--- config.mk ---
export PLATFORM = sky130hd
export DESIGN_NAME = multi_key_sliding_window_limiter_core
export DESIGN_NICKNAME = d
export VERILOG_FILES = /design/src/sv/mkswl_pkg.sv /design/src/sv/mkswl_ram.sv /design/src/sv/mkswl_ctrl.sv /design/src/sv/mkswl_dp.sv /design/src/sv/multi_key_sliding_window_limiter_core.sv
export SDC_FILE = /design/constraint.sdc
export NUM_CORES = 2
export LEC_CHECK = 0
export BUFFER_PORTS_ARGS = -buffer_cell sky130_fd_sc_hd__buf_2
export CAP_MARGIN = 20
export CORE_MARGIN = 1.5
export CORE_UTILIZATION = 35
export DETAILED_ROUTE_END_ITERATION = 7
export SLEW_MARGIN = 0
export SYNTH_ARGS = -nofsm -noshare
export SYNTH_HDL_FRONTEND = slang
export SYNTH_SLANG_ARGS = --single-unit
--- constraint.sdc ---
create_clock -name clock -period 9.8 [get_ports clock]
set_input_delay 1.96 -clock clock [delete_from_list [all_inputs] [get_ports clock]]
set_output_delay 1.96 -clock clock [all_outputs]
set_load 0.02 [all_outputs]
--- src/sv/mkswl_pkg.sv ---
// shared constants, register indexes and controller/datapath interface types
package mkswl_pkg;

   localparam int NUM_KEYS        = 8;
   localparam int WINDOW_SLOTS    = 8;
   localparam int KEY_BITS        = $clog2(NUM_KEYS);
   localparam int SLOT_BITS       = $clog2(WINDOW_SLOTS);
   localparam int FILL_BITS       = $clog2(WINDOW_SLOTS + 1);
   localparam int STAMP_ADDR_BITS = KEY_BITS + SLOT_BITS;
   localparam int STAMP_DEPTH     = NUM_KEYS * WINDOW_SLOTS;

   localparam int KEY_COUNT_W   = 4;
   localparam int DAILY_W       = 16;
   localparam int WLIM_W        = 4;
   localparam int TICKS_W       = 32;
   localparam int TIME_W        = 32;
   localparam int GRANT_INDEX_W = 3;
   localparam int CSR_INDEX_W   = 2;
   localparam int CSR_DATA_W    = 32;

   localparam logic [KEY_COUNT_W-1:0] KEY_COUNT_RESET    = 4'd5;
   localparam logic [DAILY_W-1:0]     DAILY_LIMIT_RESET  = 16'd800;
   localparam logic [WLIM_W-1:0]      WINDOW_LIMIT_RESET = 4'd8;
   localparam logic [TICKS_W-1:0]     WINDOW_TICKS_RESET = 32'd60;

   typedef enum logic [CSR_INDEX_W-1:0] {
      REG_KEY_COUNT    = 2'd0,
      REG_DAILY_LIMIT  = 2'd1,
      REG_WINDOW_LIMIT = 2'd2,
      REG_WINDOW_TICKS = 2'd3
   } csr_index_type;

   typedef struct packed {
      logic load;
      logic deny;
      logic advance;
      logic pop;
      logic grant;
   } dp_cmd_type;

   typedef struct packed {
      logic count_zero;
      logic capped;
      logic fill_zero;
      logic expired;
      logic room;
      logic last;
   } dp_status_type;

endpackage

--- src/sv/mkswl_ram.sv ---
// generic single-port ram with registered read
module mkswl_ram #(
   parameter int WIDTH = 32,
   parameter int DEPTH = 64
) (
   input  logic                     clock,
   input  logic                     we,
   input  logic [$clog2(DEPTH)-1:0] addr,
   input  logic [WIDTH-1:0]         wdata,
   output logic [WIDTH-1:0]         rdata
);

   logic [WIDTH-1:0] mem_ff [DEPTH];
   logic [WIDTH-1:0] rdata_ff;

   always_ff @(posedge clock) begin
      if (we) begin
         mem_ff[addr] <= wdata;
      end
      rdata_ff <= mem_ff[addr];
   end

   assign rdata = rdata_ff;

endmodule

--- src/sv/mkswl_ctrl.sv ---
// controller state machine: walks credentials, expires stamps, grants or denies
module mkswl_ctrl (
   input  logic                     clock,
   input  logic                     reset,
   input  logic                     start,
   output logic                     busy,
   input  mkswl_pkg::dp_status_type status,
   output mkswl_pkg::dp_cmd_type    cmd
);
   import mkswl_pkg::*;

   typedef enum logic [3:0] {
      S_IDLE   = 4'b0001,
      S_CHECK  = 4'b0010,
      S_READ   = 4'b0100,
      S_EXPIRE = 4'b1000
   } state_type;

   state_type state_ff, state_in;

   always_comb begin
      state_in = state_ff;
      cmd      = '0;
      case (state_ff)
         S_IDLE: begin
            if (start) begin
               if (status.count_zero) begin
                  cmd.deny = 1'b1;
               end else begin
                  cmd.load = 1'b1;
                  state_in = S_CHECK;
               end
            end
         end
         S_CHECK: begin
            if (status.capped) begin
               if (status.last) begin
                  cmd.deny = 1'b1;
                  state_in = S_IDLE;
               end else begin
                  cmd.advance = 1'b1;
               end
            end else begin
               state_in = S_READ;
            end
         end
         S_READ: begin
            // oldest stamp address is presented, data lands next cycle
            state_in = S_EXPIRE;
         end
         S_EXPIRE: begin
            if (!status.fill_zero && status.expired) begin
               cmd.pop  = 1'b1;
               state_in = S_READ;
            end else if (status.room) begin
               cmd.grant = 1'b1;
               state_in  = S_IDLE;
            end else if (status.last) begin
               cmd.deny = 1'b1;
               state_in = S_IDLE;
            end else begin
               cmd.advance = 1'b1;
               state_in    = S_CHECK;
            end
         end
         default: begin
            state_in = S_IDLE;
         end
      endcase
   end

   always_ff @(posedge clock) begin
      if (reset) begin
         state_ff <= S_IDLE;
      end else begin
         state_ff <= state_in;
      end
   end

   assign busy = (state_ff != S_IDLE);

endmodule

--- src/sv/mkswl_dp.sv ---
// datapath: config registers, per-credential counters, stamp ram and result register
module mkswl_dp (
   input  logic                                  clock,
   input  logic                                  reset,
   input  logic                                  csr_we,
   input  logic [mkswl_pkg::CSR_INDEX_W-1:0]     csr_index,
   input  logic [mkswl_pkg::CSR_DATA_W-1:0]      csr_data,
   input  logic [mkswl_pkg::TIME_W-1:0]          req_now_time,
   input  mkswl_pkg::dp_cmd_type                 cmd,
   output mkswl_pkg::dp_status_type              status,
   output logic                                  rsp_valid,
   output logic                                  rsp_granted,
   output logic [mkswl_pkg::GRANT_INDEX_W-1:0]   rsp_grant_index
);
   import mkswl_pkg::*;

   // configuration
   logic [KEY_COUNT_W-1:0] key_count_ff, key_count_in;
   logic [DAILY_W-1:0]     daily_limit_ff, daily_limit_in;
   logic [WLIM_W-1:0]      window_limit_ff, window_limit_in;
   logic [TICKS_W-1:0]     window_ticks_ff, window_ticks_in;

   // per-credential state
   logic [KEY_BITS-1:0]  next_pointer_ff, next_pointer_in;
   logic [DAILY_W-1:0]   life_ff [NUM_KEYS];
   logic [DAILY_W-1:0]   life_in [NUM_KEYS];
   logic [SLOT_BITS-1:0] head_ff [NUM_KEYS];
   logic [SLOT_BITS-1:0] head_in [NUM_KEYS];
   logic [FILL_BITS-1:0] fill_ff [NUM_KEYS];
   logic [FILL_BITS-1:0] fill_in [NUM_KEYS];

   // scan state
   logic [KEY_BITS-1:0] cur_key_ff, cur_key_in;
   logic [KEY_BITS-1:0] scan_ff, scan_in;
   logic [TIME_W-1:0]   now_ff, now_in;

   // result
   logic                     rsp_valid_ff, rsp_valid_in;
   logic                     rsp_granted_ff, rsp_granted_in;
   logic [GRANT_INDEX_W-1:0] rsp_index_ff, rsp_index_in;

   logic [KEY_COUNT_W-1:0]     count_eff;
   logic [WLIM_W-1:0]          wlim_eff;
   logic [KEY_BITS-1:0]        start_key;
   logic [KEY_BITS-1:0]        wrap_key;
   logic [SLOT_BITS-1:0]       head_sel;
   logic [FILL_BITS-1:0]       fill_sel;
   logic [DAILY_W-1:0]         life_sel;
   logic [TIME_W-1:0]          stamp_rdata;
   logic [TIME_W-1:0]          age;
   logic [SLOT_BITS-1:0]       ram_slot;
   logic [STAMP_ADDR_BITS-1:0] ram_addr;

   assign count_eff = (key_count_ff > KEY_COUNT_W'(NUM_KEYS)) ?
                      KEY_COUNT_W'(NUM_KEYS) : key_count_ff;
   assign wlim_eff  = (window_limit_ff > WLIM_W'(WINDOW_SLOTS)) ?
                      WLIM_W'(WINDOW_SLOTS) : window_limit_ff;

   // a pointer left beyond a lowered key count restarts at credential 0
   assign start_key = (KEY_COUNT_W'(next_pointer_ff) >= count_eff) ? '0 : next_pointer_ff;
   assign wrap_key  = ((KEY_COUNT_W'(cur_key_ff) + KEY_COUNT_W'(1)) == count_eff) ?
                      '0 : cur_key_ff + KEY_BITS'(1);

   assign head_sel = head_ff[cur_key_ff];
   assign fill_sel = fill_ff[cur_key_ff];
   assign life_sel = life_ff[cur_key_ff];

   // on grant write the slot after the newest stamp, otherwise read the oldest
   assign ram_slot = cmd.grant ? head_sel + SLOT_BITS'(fill_sel) : head_sel;
   assign ram_addr = {cur_key_ff, ram_slot};

   mkswl_ram #(
      .WIDTH (TIME_W),
      .DEPTH (STAMP_DEPTH)
   ) u_stamp_ram (
      .clock (clock),
      .we    (cmd.grant),
      .addr  (ram_addr),
      .wdata (now_ff),
      .rdata (stamp_rdata)
   );

   assign age = now_ff - stamp_rdata;

   assign status.count_zero = (count_eff == '0);
   assign status.capped     = (life_sel >= daily_limit_ff);
   assign status.fill_zero  = (fill_sel == '0);
   assign status.expired    = (age >= window_ticks_ff);
   assign status.room       = (WLIM_W'(fill_sel) < wlim_eff);
   assign status.last       = ((KEY_COUNT_W'(scan_ff) + KEY_COUNT_W'(1)) == count_eff);

   always_comb begin
      key_count_in    = key_count_ff;
      daily_limit_in  = daily_limit_ff;
      window_limit_in = window_limit_ff;
      window_ticks_in = window_ticks_ff;
      if (csr_we) begin
         case (csr_index_type'(csr_index))
            REG_KEY_COUNT:    key_count_in    = csr_data[KEY_COUNT_W-1:0];
            REG_DAILY_LIMIT:  daily_limit_in  = csr_data[DAILY_W-1:0];
            REG_WINDOW_LIMIT: window_limit_in = csr_data[WLIM_W-1:0];
            REG_WINDOW_TICKS: window_ticks_in = csr_data[TICKS_W-1:0];
            default: begin
            end
         endcase
      end
   end

   always_comb begin
      next_pointer_in = next_pointer_ff;
      life_in         = life_ff;
      head_in         = head_ff;
      fill_in         = fill_ff;
      cur_key_in      = cur_key_ff;
      scan_in         = scan_ff;
      now_in          = now_ff;
      rsp_valid_in    = 1'b0;
      rsp_granted_in  = rsp_granted_ff;
      rsp_index_in    = rsp_index_ff;

      if (cmd.load) begin
         now_in          = req_now_time;
         cur_key_in      = start_key;
         next_pointer_in = start_key;
         scan_in         = '0;
      end
      if (cmd.advance) begin
         cur_key_in = wrap_key;
         scan_in    = scan_ff + KEY_BITS'(1);
      end
      if (cmd.pop) begin
         head_in[cur_key_ff] = head_sel + SLOT_BITS'(1);
         fill_in[cur_key_ff] = fill_sel - FILL_BITS'(1);
      end
      if (cmd.grant) begin
         life_in[cur_key_ff] = life_sel + DAILY_W'(1);
         fill_in[cur_key_ff] = fill_sel + FILL_BITS'(1);
         next_pointer_in     = wrap_key;
         rsp_valid_in        = 1'b1;
         rsp_granted_in      = 1'b1;
         rsp_index_in        = GRANT_INDEX_W'(cur_key_ff);
      end
      if (cmd.deny) begin
         rsp_valid_in   = 1'b1;
         rsp_granted_in = 1'b0;
         rsp_index_in   = '0;
      end
   end

   always_ff @(posedge clock) begin
      if (reset) begin
         key_count_ff    <= KEY_COUNT_RESET;
         daily_limit_ff  <= DAILY_LIMIT_RESET;
         window_limit_ff <= WINDOW_LIMIT_RESET;
         window_ticks_ff <= WINDOW_TICKS_RESET;
         next_pointer_ff <= '0;
         for (int k = 0; k < NUM_KEYS; k++) begin
            life_ff[k] <= '0;
            head_ff[k] <= '0;
            fill_ff[k] <= '0;
         end
         cur_key_ff      <= '0;
         scan_ff         <= '0;
         rsp_valid_ff    <= 1'b0;
      end else begin
         key_count_ff    <= key_count_in;
         daily_limit_ff  <= daily_limit_in;
         window_limit_ff <= window_limit_in;
         window_ticks_ff <= window_ticks_in;
         next_pointer_ff <= next_pointer_in;
         life_ff         <= life_in;
         head_ff         <= head_in;
         fill_ff         <= fill_in;
         cur_key_ff      <= cur_key_in;
         scan_ff         <= scan_in;
         rsp_valid_ff    <= rsp_valid_in;
      end
   end

   always_ff @(posedge clock) begin
      now_ff         <= now_in;
      rsp_granted_ff <= rsp_granted_in;
      rsp_index_ff   <= rsp_index_in;
   end

   assign rsp_valid       = rsp_valid_ff;
   assign rsp_granted     = rsp_granted_ff;
   assign rsp_grant_index = rsp_index_ff;

endmodule

--- src/sv/multi_key_sliding_window_limiter_core.sv ---
// Multi-credential sliding-window grant limiter, top level.
// A request is a transaction taken when start is high and busy is low; it
// carries req_now_time. Exactly one result comes back per request as a
// one-cycle pulse on rsp_valid with rsp_granted and rsp_grant_index.
// Credentials are scanned round-robin from a rotating pointer; capped ones
// are skipped, old stamps of the others are dropped from a per-credential
// ring in the stamp ram, and the first one with window room is granted.
// A denial on a zero key count is decided in the idle state. Otherwise each
// scanned credential is checked against its cap; one that is not capped has
// its oldest stamp read and tested, one stamp ram read per expired stamp,
// before its window room is checked. The result appears the cycle after the
// decision. busy stays high until the decision, and the next request may be
// taken while the result is shown.
// The receiver cannot stall: results must be taken on the strobe cycle.
// Reset restores register defaults, clears the pointer, lifetime counts
// and ring heads and fills; stamp ram contents are left as they are.
// Configuration writes on csr_we/csr_index/csr_data take effect at once
// and must be made only while no request is in flight; the core does not enforce it.
module multi_key_sliding_window_limiter_core (
   input  logic                                clock,
   input  logic                                reset,
   input  logic                                start,
   output logic                                busy,
   input  logic [mkswl_pkg::TIME_W-1:0]        req_now_time,
   output logic                                rsp_valid,
   output logic                                rsp_granted,
   output logic [mkswl_pkg::GRANT_INDEX_W-1:0] rsp_grant_index,
   input  logic                                csr_we,
   input  logic [mkswl_pkg::CSR_INDEX_W-1:0]   csr_index,
   input  logic [mkswl_pkg::CSR_DATA_W-1:0]    csr_data
);
   import mkswl_pkg::*;

   dp_cmd_type    cmd;
   dp_status_type status;

   mkswl_ctrl u_ctrl (
      .clock  (clock),
      .reset  (reset),
      .start  (start),
      .busy   (busy),
      .status (status),
      .cmd    (cmd)
   );

   mkswl_dp u_dp (
      .clock           (clock),
      .reset           (reset),
      .csr_we          (csr_we),
      .csr_index       (csr_index),
      .csr_data        (csr_data),
      .req_now_time    (req_now_time),
      .cmd             (cmd),
      .status          (status),
      .rsp_valid       (rsp_valid),
      .rsp_granted     (rsp_granted),
      .rsp_grant_index (rsp_grant_index)
   );

endmodule

==> flow_metrics.py <==
metrics = {
    "cts": {
        "clockRootBuffer": "clkbuf_16",
        "cts.path.max_buffers": 3,
        "cts_max_level": 4,
        "cts_buffers": 222,
        "cts-resized-gates": 0,
        "clk_latency_ns": 0.89,
        "ctsHoldBuffers": 0,
        "postCtsSetupBuffers": 0,
        "cts.sinks": 2370,
        "cts_tree": "done",
        "cts.clk_slew.worst_paths_ns": 0.06,
    },
    "synthesis": {
        "synthesis.area_sq_um": 94400,
        "synthTopCellsByArea": "edfxtp_1 (66%), mux2i_1 (11%), dfxtp_1 (6.2%)",
        "yosysWarningCount": 0,
        "syn_inst": 6207,
        "async_flop_share_pct": 0,
        "synth_top_area_cell": "edfxtp_1",
        "avgSynthCellArea_sq_um": 15.2,
        "synth-edff-count": 2080,
        "synth_cell_type_count": 66,
        "ys.flop_type": "edfxtp_1",
        "yosysSeqAreaShare_pct": 72.3,
        "ys_seq_elements": 2370,
        "syn-num-nets": 6372,
        "yosysTopAreaCellShare_pct": 66.2,
    },
    "timing": {
        "slew_headroom_pct": 25.1,
        "skew_ns": 0.0613,
        "whs_ns": 0.455,
        "hold_viol": 0,
        "worst_slew_pin_slew_ns": 1.12,
        "fmax_mhz": 109,
        "fin_setup_tns_ns": 0,
        "slew_viol_final": 0,
        "setup_viol": 0,
        "timing.final.ws_setup_ns": 0.657,
        "fin_crit_sh_pct": 93.3,
        "rsz0062_at_grt": "no",
        "finalCriticalPeriod_ns": 9.14,
    },
    "cells_and_area": {
        "num-nets-final": 6707,
        "regArea_sq_um": 68300,
        "n_fill_cell": 24253,
        "fin_cells": 10302,
        "drive_gt1_share_pct": 14.2,
        "fin_util_pct": 40.7,
        "fin_area_sq_um": 109000,
        "syn_to_final_growth_pct": 15.6,
        "multi_input_area_sq_um": 24600,
    },
    "global_route": {
        "track_usage_pct": 20.6,
        "overflow": 0,
        "grt_pass1_vias": 54595,
        "grt_pass1_wl_microns": 404000,
        "antenna_found_initial": 23,
        "grt_max_degree": 155,
    },
    "floorplanning": {
        "io_pins": 76,
        "core_area_sq_um": 268000,
        "num_rows": 190,
        "start_util_pct": 35.2,
        "die_w_microns": 522,
        "die_h_microns": 522,
        "dieArea_sq_um": 273000,
    },
    "placed_design": {
        "dp_worst_setup_slack_ns": 1.10,
        "port_buffers": 75,
        "dpl_cell_area_sq_um": 102000,
        "placedCellCount": 9868,
        "hpwl_microns": 172000,
        "routabilityCongestion": 0.903,
    },
    "worst_setup_path": {
        "path_max_fanout": 28,
        "slowest_delay_ns": 0.70,
        "slowest_stage": "nand4_1",
        "worstSetupPathType": "register to register",
        "cpMostUsedCell": "a21oi_1",
        "critPathRequiredTime_ns": 10.55,
        "cp-start-kind": "register",
        "cp-end-kind": "register",
        "cp.arrival_ns": 9.89,
    },
    "run_status": {
        "status": "finished clean",
    },
    "route": {
        "m1WireLength_microns": 124000,
        "wire_per_inst_microns": 28.0,
        "firstDrtPassIters": 6,
        "antenna_left": 0,
        "wl_microns": 288000,
        "wl_met3_microns": 29500,
        "vias": 57607,
        "met2_wirelength_microns": 128000,
        "topRoutingLayerUsed": "met5",
        "drtIter0Drc": 7393,
        "drt-vias-per-instance": 5.59,
        "drc": 0,
    },
    "power": {
        "p_per_area_nw_per_um2": 191,
        "p_leak_nw": 42.3,
        "ir_worst_vdd_mv": 0.164,
        "power_mw": 20.8,
    },
    "run": {
        "cap_violations": 0,
    },
    "min_path": {
        "min-delay-path-class": "register to register",
    },
}
[cell usage after synthesis (all sizes together), types with 5 or more instances]
cell type / n
edfxtp: 2080
o21a: 11
o211ai: 9
buf: 204
nor2b: 20
a22oi: 30
nand2: 392
nor4: 8
xor2: 15
a31oi: 13
or2: 33
a21oi: 258
nor3: 25
a211oi: 16
nand3: 34
a221oi: 15
nand4: 73
a211o: 10
nand3b: 8
inv: 114
xnor2: 39
a21o: 28
nor2: 252
and3: 10
o21ai: 279
mux2i: 1064
o31ai: 5
clkbuf: 160
o221ai: 6
dfxtp: 290
mux2: 11
mux4: 14
nand2b: 14
ha: 93
o22ai: 511
[logic make-up after synthesis]
logic type / count (synthesis) / synth area share, %
AO/OA/AOI/OAI: 1231 / 7.79
XOR/XNOR: 54 / 0.501
adder cells (fa/ha/maj): 95 / 1.28
AND/OR/NAND/NOR: 888 / 4.15
buffers and inverters: 480 / 2.18
flip-flops: 2370 / 72.3
multiplexers: 1089 / 11.8
[layer usage]
metal	vias to the layer above	global-route usage, %
met4	4	5.51
met3	410	4.63
met2	2782	31.1
met5	-	0
met1	29685	29.7
li1	24726	-
[area by class of cell]
class / count / share of cell area, %
Tap cell: 3552 / 4.07
Clock inverter: 111 / 1.01
Timing Repair Buffer: 475 / 3.67
Multi-Input combinational cell: 3357 / 22.6
Inverter: 116 / 0.399
Clock buffer: 311 / 5.69
Antenna cell: 10 / 0.0229
Sequential cell: 2370 / 62.6
[sequential cells by signal, indices dropped and copies added (netlist names), 3 cells and up, named ones only]
name	flops
u_ctrl.state_ff	4
u_dp.cur_key_ff	3
u_dp.daily_limit_ff	16
u_dp.fill_ff	25
u_dp.head_ff	24
u_dp.key_count_ff	4
u_dp.life_ff	128
u_dp.next_pointer_ff	3
u_dp.now_ff	32
u_dp.rsp_grant_index	3
u_dp.scan_ff	3
u_dp.u_stamp_ram.mem_ff	2048
u_dp.u_stamp_ram.rdata	32
u_dp.window_limit_ff	4
u_dp.window_ticks_ff	32
[worst paths after layout]
kind | depth (start not counted) | slack (ns) | endpoint | startpoint
worst min register to register | 2 | 0.46 | u_dp.life_ff[81] | u_dp.life_ff[81]
worst max-delay path | 29 | 0.66 | u_dp.u_stamp_ram.rdata[22] | u_dp.u_stamp_ram.rdata[0]
worst min-delay path | 2 | 0.46 | u_dp.life_ff[81] | u_dp.life_ff[81]
worst max register to register | 29 | 0.66 | u_dp.u_stamp_ram.rdata[22] | u_dp.u_stamp_ram.rdata[0]
[report_power, final]
group          switching (mW)  internal, mW
Sequential             0.0815          11.2
Combinational           0.688         0.172
Clock                    3.86          4.81
Total                    4.63          16.2
[cell usage in the layout, fill, tap and decap left out, drive strengths merged, types with 16 or more instances in the layout]
cell type,count
edfxtp,2080
nor2,252
dfxtp,290
nor2b,20
o22ai,511
clkbuf,311
clkinv,85
o21ai,279
a211oi,16
inv,121
a21oi,258
buf,475
nand3,34
mux2i,1064
nand2,392
xnor2,39
a22oi,30
ha,93
or2,33
nor3,25
a21o,28
nand4,73
[critical path, delay by kind of cell (launching register included)]
| family | cells | cell delay [ns] |
|---|---|---|
| compound gates | 16 | 4.04 |
| xor+xnor | 1 | 0.35 |
| fa+ha+maj | 3 | 1.00 |
| buf+inv | 4 | 0.87 |
| flops | 1 | 0.44 |
| mux | 2 | 0.87 |
| simple gates | 3 | 1.35 |
Note: power is estimated with default switching activity, not from simulation.
